## src/hw/rtl/krt_pkg.sv

```systemverilog
package krt_pkg;

  // Operation requested by one command beat.
  typedef enum logic [1:0] {
    OP_ADD    = 2'd0,
    OP_LIST   = 2'd1,
    OP_SEARCH = 2'd2,
    OP_DELETE = 2'd3
  } opcode_e;

  // Status reported with each result beat.
  typedef enum logic [1:0] {
    ST_OK        = 2'd0,
    ST_NOT_FOUND = 2'd1,
    ST_FULL      = 2'd2,
    ST_EMPTY     = 2'd3
  } status_e;

  localparam int unsigned KeyW   = 32;
  localparam int unsigned NameW  = 64;
  localparam int unsigned MarkW  = 16;
  localparam int unsigned CountW = 7;

  typedef struct packed {
    opcode_e                  opcode;
    logic signed [KeyW-1:0]   key;
    logic        [NameW-1:0]  name_tag;
    logic        [MarkW-1:0]  mark;
  } krt_cmd_t;

  typedef struct packed {
    status_e                  status;
    logic signed [KeyW-1:0]   out_key;
    logic        [NameW-1:0]  out_name;
    logic        [MarkW-1:0]  out_mark;
    logic        [CountW-1:0] record_count;
    logic                     last;
  } krt_res_t;

  // One stored record, as held in a single RAM word.
  typedef struct packed {
    logic signed [KeyW-1:0]   key;
    logic        [NameW-1:0]  name;
    logic        [MarkW-1:0]  mark;
  } krt_rec_t;

  localparam int unsigned RecW = $bits(krt_rec_t);

  // Result of the shared compare unit for the record under inspection.
  typedef struct packed {
    logic hit;     // stored key equals the key of the command
    logic at_end;  // record is the last one held
  } krt_match_t;

endpackage

```

## src/hw/rtl/krt_match.sv

```systemverilog
module krt_match #(
  parameter int unsigned AW = 6,
  parameter int unsigned CW = 7
) (
  input  logic signed [krt_pkg::KeyW-1:0] rec_key_i,
  input  logic signed [krt_pkg::KeyW-1:0] cmd_key_i,
  input  logic        [AW-1:0]            idx_i,
  input  logic        [CW-1:0]            count_i,
  output krt_pkg::krt_match_t             match_o
);

  logic [CW-1:0] last_idx;

  // The table is never empty while a record is being inspected.
  assign last_idx       = count_i - CW'(1);
  assign match_o.hit    = (rec_key_i == cmd_key_i);
  assign match_o.at_end = (CW'(idx_i) == last_idx);

endmodule

```

## config.mk

```make
export PLATFORM = sky130hd
export DESIGN_NAME = krt_match
export DESIGN_NICKNAME = d
export VERILOG_FILES = /design/src/hw/rtl/krt_pkg.sv /design/src/hw/rtl/krt_match.sv
export SDC_FILE = /design/constraint.sdc
export NUM_CORES = 1
export LEC_CHECK = 0
export CAP_MARGIN = 20
export CORE_AREA = 2 2 39 41
export DETAILED_ROUTE_END_ITERATION = 8
export DIE_AREA = 0 0 41 43
export DONT_BUFFER_PORTS = 1
export GPL_TIMING_DRIVEN = 1
export SYNTH_ARGS = -nofsm -noshare
export SYNTH_HDL_FRONTEND = slang
export SYNTH_SLANG_ARGS = --single-unit
```

## constraint.sdc

```tcl
create_clock -name vclk -period 2.54
set_input_delay 0.254 -clock vclk [all_inputs]
set_output_delay 0.254 -clock vclk [all_outputs]
set_load 0.01 [all_outputs]
```

==> results.md <==
* Outcome: finished, final reports clean
* First-pass GRT wire length at 1350 um
* HP Class: in -> out
* Crit share post-route at 0.635
* Yosys cell types at 14
* Final setup violation count at 0
* P per Cell Area at 121 nW/um2
* Largest net degree at the start of global routing at 5
* Drt drc at 0
* Top-level I/O count at 79
* Post-layout util at 0.385
* Die ar. at 1760 um2
* WP data arrival at 1.36 ns
* Hold_buf cts at 0
* Leakage power at 0.000203 uW
* GRT Total Usage at 0.103
* IO buf count at 0
* Yosys warning count at 0
* Post-DP HPWL at 1040 um
* Unrepaired setup endpoints after global routing: false
* Synth Area per Inst at 7.89 um2
* Final hold violation count at 0
* PostCTS Resize Cnt at 0
* Postcts setup bufs at 0
* Crit path launch type: input pin
* Initial DRC count at 4
* Drt wl/cell at 13.0 um
* Vias in the first global route at 396
* Ranking of synthesized cells by area: xor2_1, nor4_1, xnor2_1
* Syn Nets at 143
* Register area at 0 um2
* Crit. End Element: output pin
* Post-DR vias/cell at 5.68
* Final WS setup at 0.926 ns
* Cell row count at 14
* Setup TNS at 0 ns
* Post-Place Worst Slack at 0.909 ns
* CLK BUF at 0
* Seq Cell Count at 0
* Total gr overflow at 0
* CP required at 2.29 ns
* Mapped Cells at 65
* Via count at 460
* Routability congestion estimate at 0.626
* First-pass DRT Iterations at 3
* Antenna cells at 0
* Final slew viol count at 0
* Core ar. at 1380 um2
* Routed Antenna Nets at 0
* Cell with the largest stage delay on the worst path: nor4_2
* Area grow syn2layout at 3.90%
* Synth top area share at 0.632
* Crit Path Max Fanout at 3
* Crit Path Category: in -> out
* Cells along the critical path: inv_1 -> ha_1 -> nor3b_1 -> xnor2_1 -> nand3_1 -> nor4_2
* Least-Margin Pin Slew at 0.340 ns
* Layout cells sized above 1 at 0.0154
* Mapped Area at 513 um2
* Max_cap viols at 0
* Fill cells at 146
* Final worst path period need at 1.61 ns
* Initial antenna violation count at 0
* Max incr delay on CP at 0.39 ns
* Starting Density at 0.371
* Fmax at 0.620 GHz
* Die W at 41 um
* Die Y at 43 um
* Sequential share of the synthesized area at 0
* Largest area contributor in the netlist: xor2_1
* Relative slew slack at 0.771
* Fin nets at 145
* Maximum vdd drop at 0.0000423 V
* Total wire length at 1050 um
-- layout make-up --
type / instances / area (um2) / share of cell area
multi-input cells: 63 / 505 / 0.948
well taps: 16 / 20.0 / 0.0376
inverters: 2 / 7.51 / 0.0141
-- synth_stat cells, drive strengths merged (2+ instances only) --
cell type	number
xor2	37
xnor2	5
nor2	2
nand3	2
nand4	2
inv	2
nor4	9
-- metrics by stage --
step	std cells	instance area, um2	total power [uW]	hold slack (ns)
finish	81	533	64.7	0.678
global route	81	533	74.0	0.707
CTS	81	533	65.8	0.682
detailed placement	81	533	65.2	0.681
global placement	81	533	63.9	0.680
floorplan	65	513	59.2	0.668
-- final timing paths --
path	end	slack [ns]	start	cells after the start
setup / recovery	match_o[0]	0.93	count_i[0]	6
hold / removal	match_o[0]	0.68	count_i[6]	2
-- power breakdown --
group          internal, uW  switching [uW]  leakage, uW
sequential                0               0            0
clock                     0               0            0
combinational          38.3            26.4     0.000203
total                  38.3            26.4     0.000203
-- kinds of logic after synthesis --
kind of cell | synth area share
XOR/XNOR | 0.717
AND/OR/NAND/NOR | 0.227
buffers and inverters | 0.0146
AO/OA/AOI/OAI | 0.0171
adder cells (fa/ha/maj) | 0.0244
-- cell usage in the layout, fill, tap and decap left out, drive strengths merged --
cell type / n
xor2: 37
nor4: 9
xnor2: 5
inv: 2
nand4: 2
nor2: 2
nand3: 2
nor3b: 1
nor3: 1
nand2: 1
o31a: 1
nand3b: 1
ha: 1
-- worst max-delay path, delay by kind of cell --
| kind | cells | cell delay, ns |
|---|---|---|
| xor+xnor | 1 | 0.15 |
| fa+ha+maj | 1 | 0.19 |
| buf+inv | 1 | 0.03 |
| simple gates | 3 | 0.74 |
-- routing by layer --
| layer | track usage | share of wire | wire length [um] | vias to the layer above |
|---|---|---|---|---|
| li1 | - | - | - | 223 |
| met1 | 0.104 | 0.29 | 304 | 193 |
| met2 | 0.219 | 0.58 | 609 | 44 |
| met3 | 0 | 0.13 | 141 | 0 |
| met4 | 0 | 0 | 0 | 0 |
| met5 | 0 | 0 | 0 | - |
No activity file was read; power rests on OpenSTA's default activity.
