## src/hw/rtl/krt_ram.sv

```systemverilog
module krt_ram #(
  parameter int unsigned WIDTH = 8,
  parameter int unsigned DEPTH = 2
) (
  input  logic                                   clk_i,
  input  logic                                   we_i,
  input  logic [(DEPTH > 1 ? $clog2(DEPTH) : 1)-1:0] waddr_i,
  input  logic [WIDTH-1:0]                       wdata_i,
  input  logic                                   re_i,
  input  logic [(DEPTH > 1 ? $clog2(DEPTH) : 1)-1:0] raddr_i,
  output logic [WIDTH-1:0]                       rdata_o
);

  logic [WIDTH-1:0] mem_q [DEPTH];
  logic [WIDTH-1:0] rdata_q;

  always_ff @(posedge clk_i) begin
    if (we_i) begin
      mem_q[waddr_i] <= wdata_i;
    end
    if (re_i) begin
      rdata_q <= mem_q[raddr_i];
    end
  end

  assign rdata_o = rdata_q;

endmodule

```

## config.mk

```make
export PLATFORM = sky130hd
export DESIGN_NAME = krt_ram
export DESIGN_NICKNAME = d
export VERILOG_FILES = /design/src/hw/rtl/krt_ram.sv
export SDC_FILE = /design/constraint.sdc
export NUM_CORES = 1
export LEC_CHECK = 0
export BUFFER_PORTS_ARGS = -buffer_cell sky130_fd_sc_hd__buf_2
export CAP_MARGIN = 20
export CORE_UTILIZATION = 45
export DETAILED_ROUTE_END_ITERATION = 12
export PLACE_DENSITY = 0.83
export SLEW_MARGIN = 40
export SYNTH_ARGS = -nofsm -noshare
export SYNTH_HDL_FRONTEND = slang
export SYNTH_SLANG_ARGS = --single-unit
```

## constraint.sdc

```tcl
create_clock -name clk_i -period 1.2 [get_ports clk_i]
set_input_delay 0.36 -clock clk_i [delete_from_list [all_inputs] [get_ports clk_i]]
set_output_delay 0.36 -clock clk_i [all_outputs]
set_load 0.005 [all_outputs]
```

==> results of run 1 <==
==> placed cells by master, fill, tap and decap left out <==
cell type	n
nor2b_1	1
clkinv_1	1
and2_1	1
buf_4	1
mux2_4	8
clkbuf_4	3
edfxtp_1	24
buf_2	20
==> logic make-up after synthesis <==
family,Yosys count,share of synthesized area [%]
multiplexers,8,13.9
flip-flops,24,83.4
buffers and inverters,1,1.30
AND/OR/NAND/NOR,2,1.45
==> worst min-delay path by stage <==
stage / from / endpoint / slack, ns
2_1_floorplan: wdata_i[0] / mem_q[0][0] / 0.46
3_3_place_gp: mem_q[0][5] / rdata_o[5] / 0.53
3_5_place_dp: mem_q[1][5] / rdata_o[5] / 0.54
4_1_cts: wdata_i[3] / mem_q[0][3] / 0.23
5_1_grt: wdata_i[3] / mem_q[0][3] / 0.22
6_report: wdata_i[3] / mem_q[0][3] / 0.24
==> area by class of cell <==
type	count	area, um^2	share of cell area [%]
Clock buffer	3	22.5	2.21
Clock inverter	1	3.75	0.369
Multi-Input combinational cell	10	133	13.0
Sequential cell	24	721	70.8
Tap cell	25	31.3	3.07
Timing Repair Buffer	21	108	10.6
==> sequential cells by signal (all words and copies together), names as in the netlist <==
name / flops
rdata_o: 8
mem_q: 16
==> metrics by stage <==
| stage | hold slack, ns | cells | utilization, % | TNS (ns) | cell area [um^2] |
|---|---|---|---|---|---|
| after floorplan | 0.459 | 35 | - | 0 | 865 |
| after global placement | 0.532 | 80 | 56.2 | 0 | 992 |
| after detailed placement | 0.536 | 80 | 56.2 | -0.00194 | 992 |
| after CTS | 0.228 | 84 | 57.7 | 0 | 1020 |
| after global routing | 0.218 | 84 | 57.7 | -0.0821 | 1020 |
| final | 0.238 | 84 | 57.7 | 0 | 1020 |
==> per-layer routing <==
metal  up-vias  global-route usage, %
li1        184                      -
met1       183                   9.57
met2        18                   17.7
met3         2                   2.38
met4         0                   5.29
met5         -                      0
==> power breakdown <==
part	internal [mW]	switching, mW	leakage [nW]
registers	0.989	0.0126	0.228
clock network	0.121	0.212	0.0154
logic	0.0655	0.0453	0.154
total	1.18	0.270	0.398
==> impl_metrics.tcl, run 1 <==
set metrics [dict create \
    root_buffer "clkbuf_4" \
    cts_setup_buffers 0 \
    ys_ff_latch 24 \
    pre_cts_ws_ns -0.00106 \
    initial_core_util_pct 49.0 \
    yosys-top-cells-count "edfxtp_1, mux2_4, and2_1, buf_6, nor2b_1" \
    via_per_inst 4.61 \
    grtUsageTotal_pct 9.55 \
    crit_family "flip-flops" \
    synth_edf_count 24 \
    synth_most_common_cell "edfxtp_1" \
    critical_path_buf_inv_count 1 \
    setup_viol 0 \
    maxUsedRoutingLayer "met4" \
    end_kind "output port" \
    synth.largest_area_cell "edfxtp_1" \
    numCtsBuffers 3 \
    worst_slack_ns 0.0381 \
    hold_class "input pin to flop" \
    synth_flop_cell "edfxtp_1" \
    dr.first_iter.drc_count 2 \
    p_leak_nw 0.398 \
    cts_tree "yes" \
    synthArstFlopShare_pct 0 \
    period_share_pct 96.8 \
    skew_ns 0.00487 \
    post_cts_resized 0 \
    arrival_ns 0.80 \
    wirelength_um 959 \
    hold_buffers 0 \
    peakVddDrop_mv 0.762 \
    synth.avg_cell_area_um2 24.7 \
    slowest_stage "edfxtp_1" \
    first_pass_iters 3 \
    grt_pass1_wl_mm 1.32 \
    crit_type "flop to output port" \
    final.min_clock_period_ns 1.16 \
    rsz0062_at_grt "yes" \
    cp-start-kind "flop" \
    power_density_nw_per_um2 1420 \
    tightest_slew_ns 0.342 \
    yosysWarnings 0 \
    fmaxAchievable_mhz 861 \
    reg2regPathDepth 1 \
    cts_htree_levels 1 \
    core_um2 1760 \
    r2r_end "rdata_o[3]" \
    clockBufferDepth 2 \
    endpoint "rdata_o[7]" \
    synth.area.top_cells "edfxtp_1, mux2_4, buf_6" \
    grt_max_degree 14 \
    grt_pass1_vias 338 \
    io_pins 21 \
    synth_top_area_share_pct 83.4 \
    insertion_delay_ns 0.30 \
    rows 15 \
    antenna_found_initial 0 \
    syn_inst 35 \
    die_area_um2 2100 \
    gp_congestion 0.597 \
    grt_overflow 0 \
    r2r_start "mem_q[0][3]" \
    vias 387 \
    finalHoldViolCount 0 \
    cp-startpoint "rdata_o[7]" \
    slew_violations 0 \
    clkTransAtPathRegs_ns 0.12 \
    critPathRequiredTime_ns 0.84 \
    power.total_mw 1.45 \
    holdPathStages 1 \
    drive_above_1_share_pct 54.2 \
    crit_chain "buf_2" \
    synth.cell_area_um2 865 \
    io_buffers 20 \
    fillCellCount 150 \
    max_cap_violations 0 \
    syn_nets 48 \
    yosysSeqAreaShare_pct 83.4 \
    status "completed" \
    met3_wirelength_um 57 \
    worstPathMaxFanout 1 \
    antennaDiodeCount 0 \
    ys_types 5 \
    wire_per_inst_um 11.4 \
    reg2reg_setup_slack_ns 0.30 \
    cp.depth 1 \
    slew_headroom_pct 77.2 \
    die_y_um 45.8 \
    die_w_um 45.8 \
    drc 0 \
    final_nets 73 \
    critical_path.max_stage_delay_ns 0.37 \
    wl_met2_um 504 \
    ant_nets 0 \
    cts.sinks 24 \
    wl_met1_um 383 \
    area_growth_pct 17.8 \
]
(Power assumes the default switching activity.)
==> run 2: changes to the inputs <==
--- a/constraint.sdc
+++ b/constraint.sdc
@@ -3,2 +3,2 @@
 set_output_delay 0.36 -clock clk_i [all_outputs]
-set_load 0.005 [all_outputs]
+set_load 0.02 [all_outputs]
==> run 2 against run 1 <==
Effect of this change:
- total power rose by 2.3%
- sequential share of layout area fell by 2.1 points
- sequential power barely moved
- first-iteration DRC count did not move
- highest routed layer is now met3
==> impl_metrics.tcl, run 2 (same netlist as run 1, synthesis figures left out) <==
set metrics [dict create \
    final_common_cell "edfxtp_1" \
    drc 0 \
    period_share_pct 99.6 \
    cp-startpoint "rdata_o[4]" \
    rows 15 \
    tightest_slew_ns 0.338 \
    wire_per_inst_um 11.1 \
    clockBufferDepth 2 \
    worstPathMaxFanout 1 \
    die_y_um 45.8 \
    first_pass_iters 2 \
    hold_buffers 0 \
    wl_met1_um 347 \
    largest_reg_flops 16 \
    status "completed" \
    r2r_end "rdata_o[3]" \
    via_per_inst 4.60 \
    hold_path_end "mem_q[0][3]" \
    final.min_clock_period_ns 1.19 \
    most-common-layout-cells "edfxtp_1, buf_2, mux2_4, buf_6, clkbuf_4" \
    r2r_start "mem_q[0][3]" \
    cts.sinks 24 \
    die_w_um 45.8 \
    arrival_ns 0.83 \
    reg2regPathDepth 1 \
    numCtsBuffers 3 \
    grt_pass1_wl_mm 1.32 \
    cp.depth 1 \
    slew_violations 0 \
    fillCellCount 138 \
    critical_path.max_stage_delay_ns 0.40 \
    vias 386 \
    initial_core_util_pct 49.0 \
    grt_max_degree 14 \
    slowest_stage "edfxtp_1" \
    cts_htree_levels 1 \
    crit_family "flip-flops" \
    critical_path_buf_inv_count 1 \
    dr.first_iter.drc_count 2 \
    maxUsedRoutingLayer "met3" \
    die_area_um2 2100 \
    io_buffers 20 \
    core_um2 1760 \
    p_leak_nw 0.409 \
    grt_overflow 0 \
    cp-start-kind "flop" \
    clkTransAtPathRegs_ns 0.12 \
    finalHoldViolCount 0 \
    reg2reg_setup_slack_ns 0.30 \
    antennaDiodeCount 0 \
    pre_cts_ws_ns -0.00106 \
    top_register "mem_q" \
    crit_type "flop to output port" \
    setup-tns-final_ns 0 \
    gp_congestion 0.597 \
    hold_class "input pin to flop" \
    met3_wirelength_um 58 \
    ant_nets 0 \
    power_density_nw_per_um2 1410 \
    skew_ns 0.00604 \
    rsz0062_at_grt "yes" \
    crit_chain "buf_6" \
    fmaxAchievable_mhz 837 \
    root_buffer "clkbuf_4" \
    peakVddDrop_mv 0.757 \
    holdPathStages 1 \
    critPathRequiredTime_ns 0.84 \
    worst_slack_ns 0.00516 \
    final_nets 73 \
    slew_headroom_pct 77.5 \
    grtUsageTotal_pct 9.55 \
    antenna_found_initial 0 \
    setup_viol 0 \
    hold_path.startpoint "wdata_i[3]" \
    wl_met2_um 527 \
    cts_setup_buffers 0 \
    area_growth_pct 21.4 \
    drive_above_1_share_pct 54.2 \
    insertion_delay_ns 0.30 \
    wirelength_um 933 \
    cts_tree "yes" \
    max_cap_violations 0 \
    io_pins 21 \
    grt_pass1_vias 338 \
    end_kind "output port" \
]
-- run 2: cell counts in the layout (fill, tap and decap cells not counted) --
No cell type changed its count.
-- run 2: how the worst max path moves through the flow --
stage,endpoint,slack (ns)
floorplan,mem_q[0][0],0.05
global placement,rdata_o[6],0.03
detailed placement,rdata_o[2],-0.001
CTS,rdata_o[7],-0.007
global route,rdata_o[4],-0.05
finish,rdata_o[4],0.005
-- run 2: layer usage --
| metal | vias up | GRT usage [%] |
|---|---|---|
| met5 | - | 0 |
| met4 | 0 | 5.29 |
| met3 | 0 | 2.38 |
| met2 | 18 | 17.7 |
| met1 | 184 | 9.57 |
| li1 | 184 | - |
-- run 2: through the flow --
step,util (%),total power [mW],instances,hold WS [ns],instance area (um^2)
2_1_floorplan,-,1.10,35,0.459,865
3_3_place_gp,56.2,1.15,80,0.532,992
3_5_place_dp,56.2,1.16,80,0.536,992
4_1_cts,57.7,1.48,84,0.228,1020
5_1_grt,59.5,1.54,84,0.218,1050
6_report,59.5,1.48,84,0.243,1050
-- run 2: area by class of cell --
cell class                      instances  area [um^2]  area share [%]
Sequential cell                        24          721            68.7
Timing Repair Buffer                   21          139            13.2
Multi-Input combinational cell         10          133            12.6
Tap cell                               25         31.3            2.98
Clock buffer                            3         22.5            2.15
Clock inverter                          1         3.75           0.358
-- run 2: what timing repair did --
| action | CTS | global route |
|---|---|---|
| endpoints found under the setup margin | 5 | 8 |
| resized for setup | 0 | 10 |
| pin swaps | 0 | 0 |
-- run 2: power by group --
| group | switching [mW] | leakage [nW] | total (mW) | internal (mW) |
|---|---|---|---|---|
| combinational | 0.0668 | 0.165 | 0.147 | 0.0799 |
| sequential | 0.0154 | 0.228 | 1.00 | 0.989 |
| clock | 0.207 | 0.0154 | 0.328 | 0.121 |
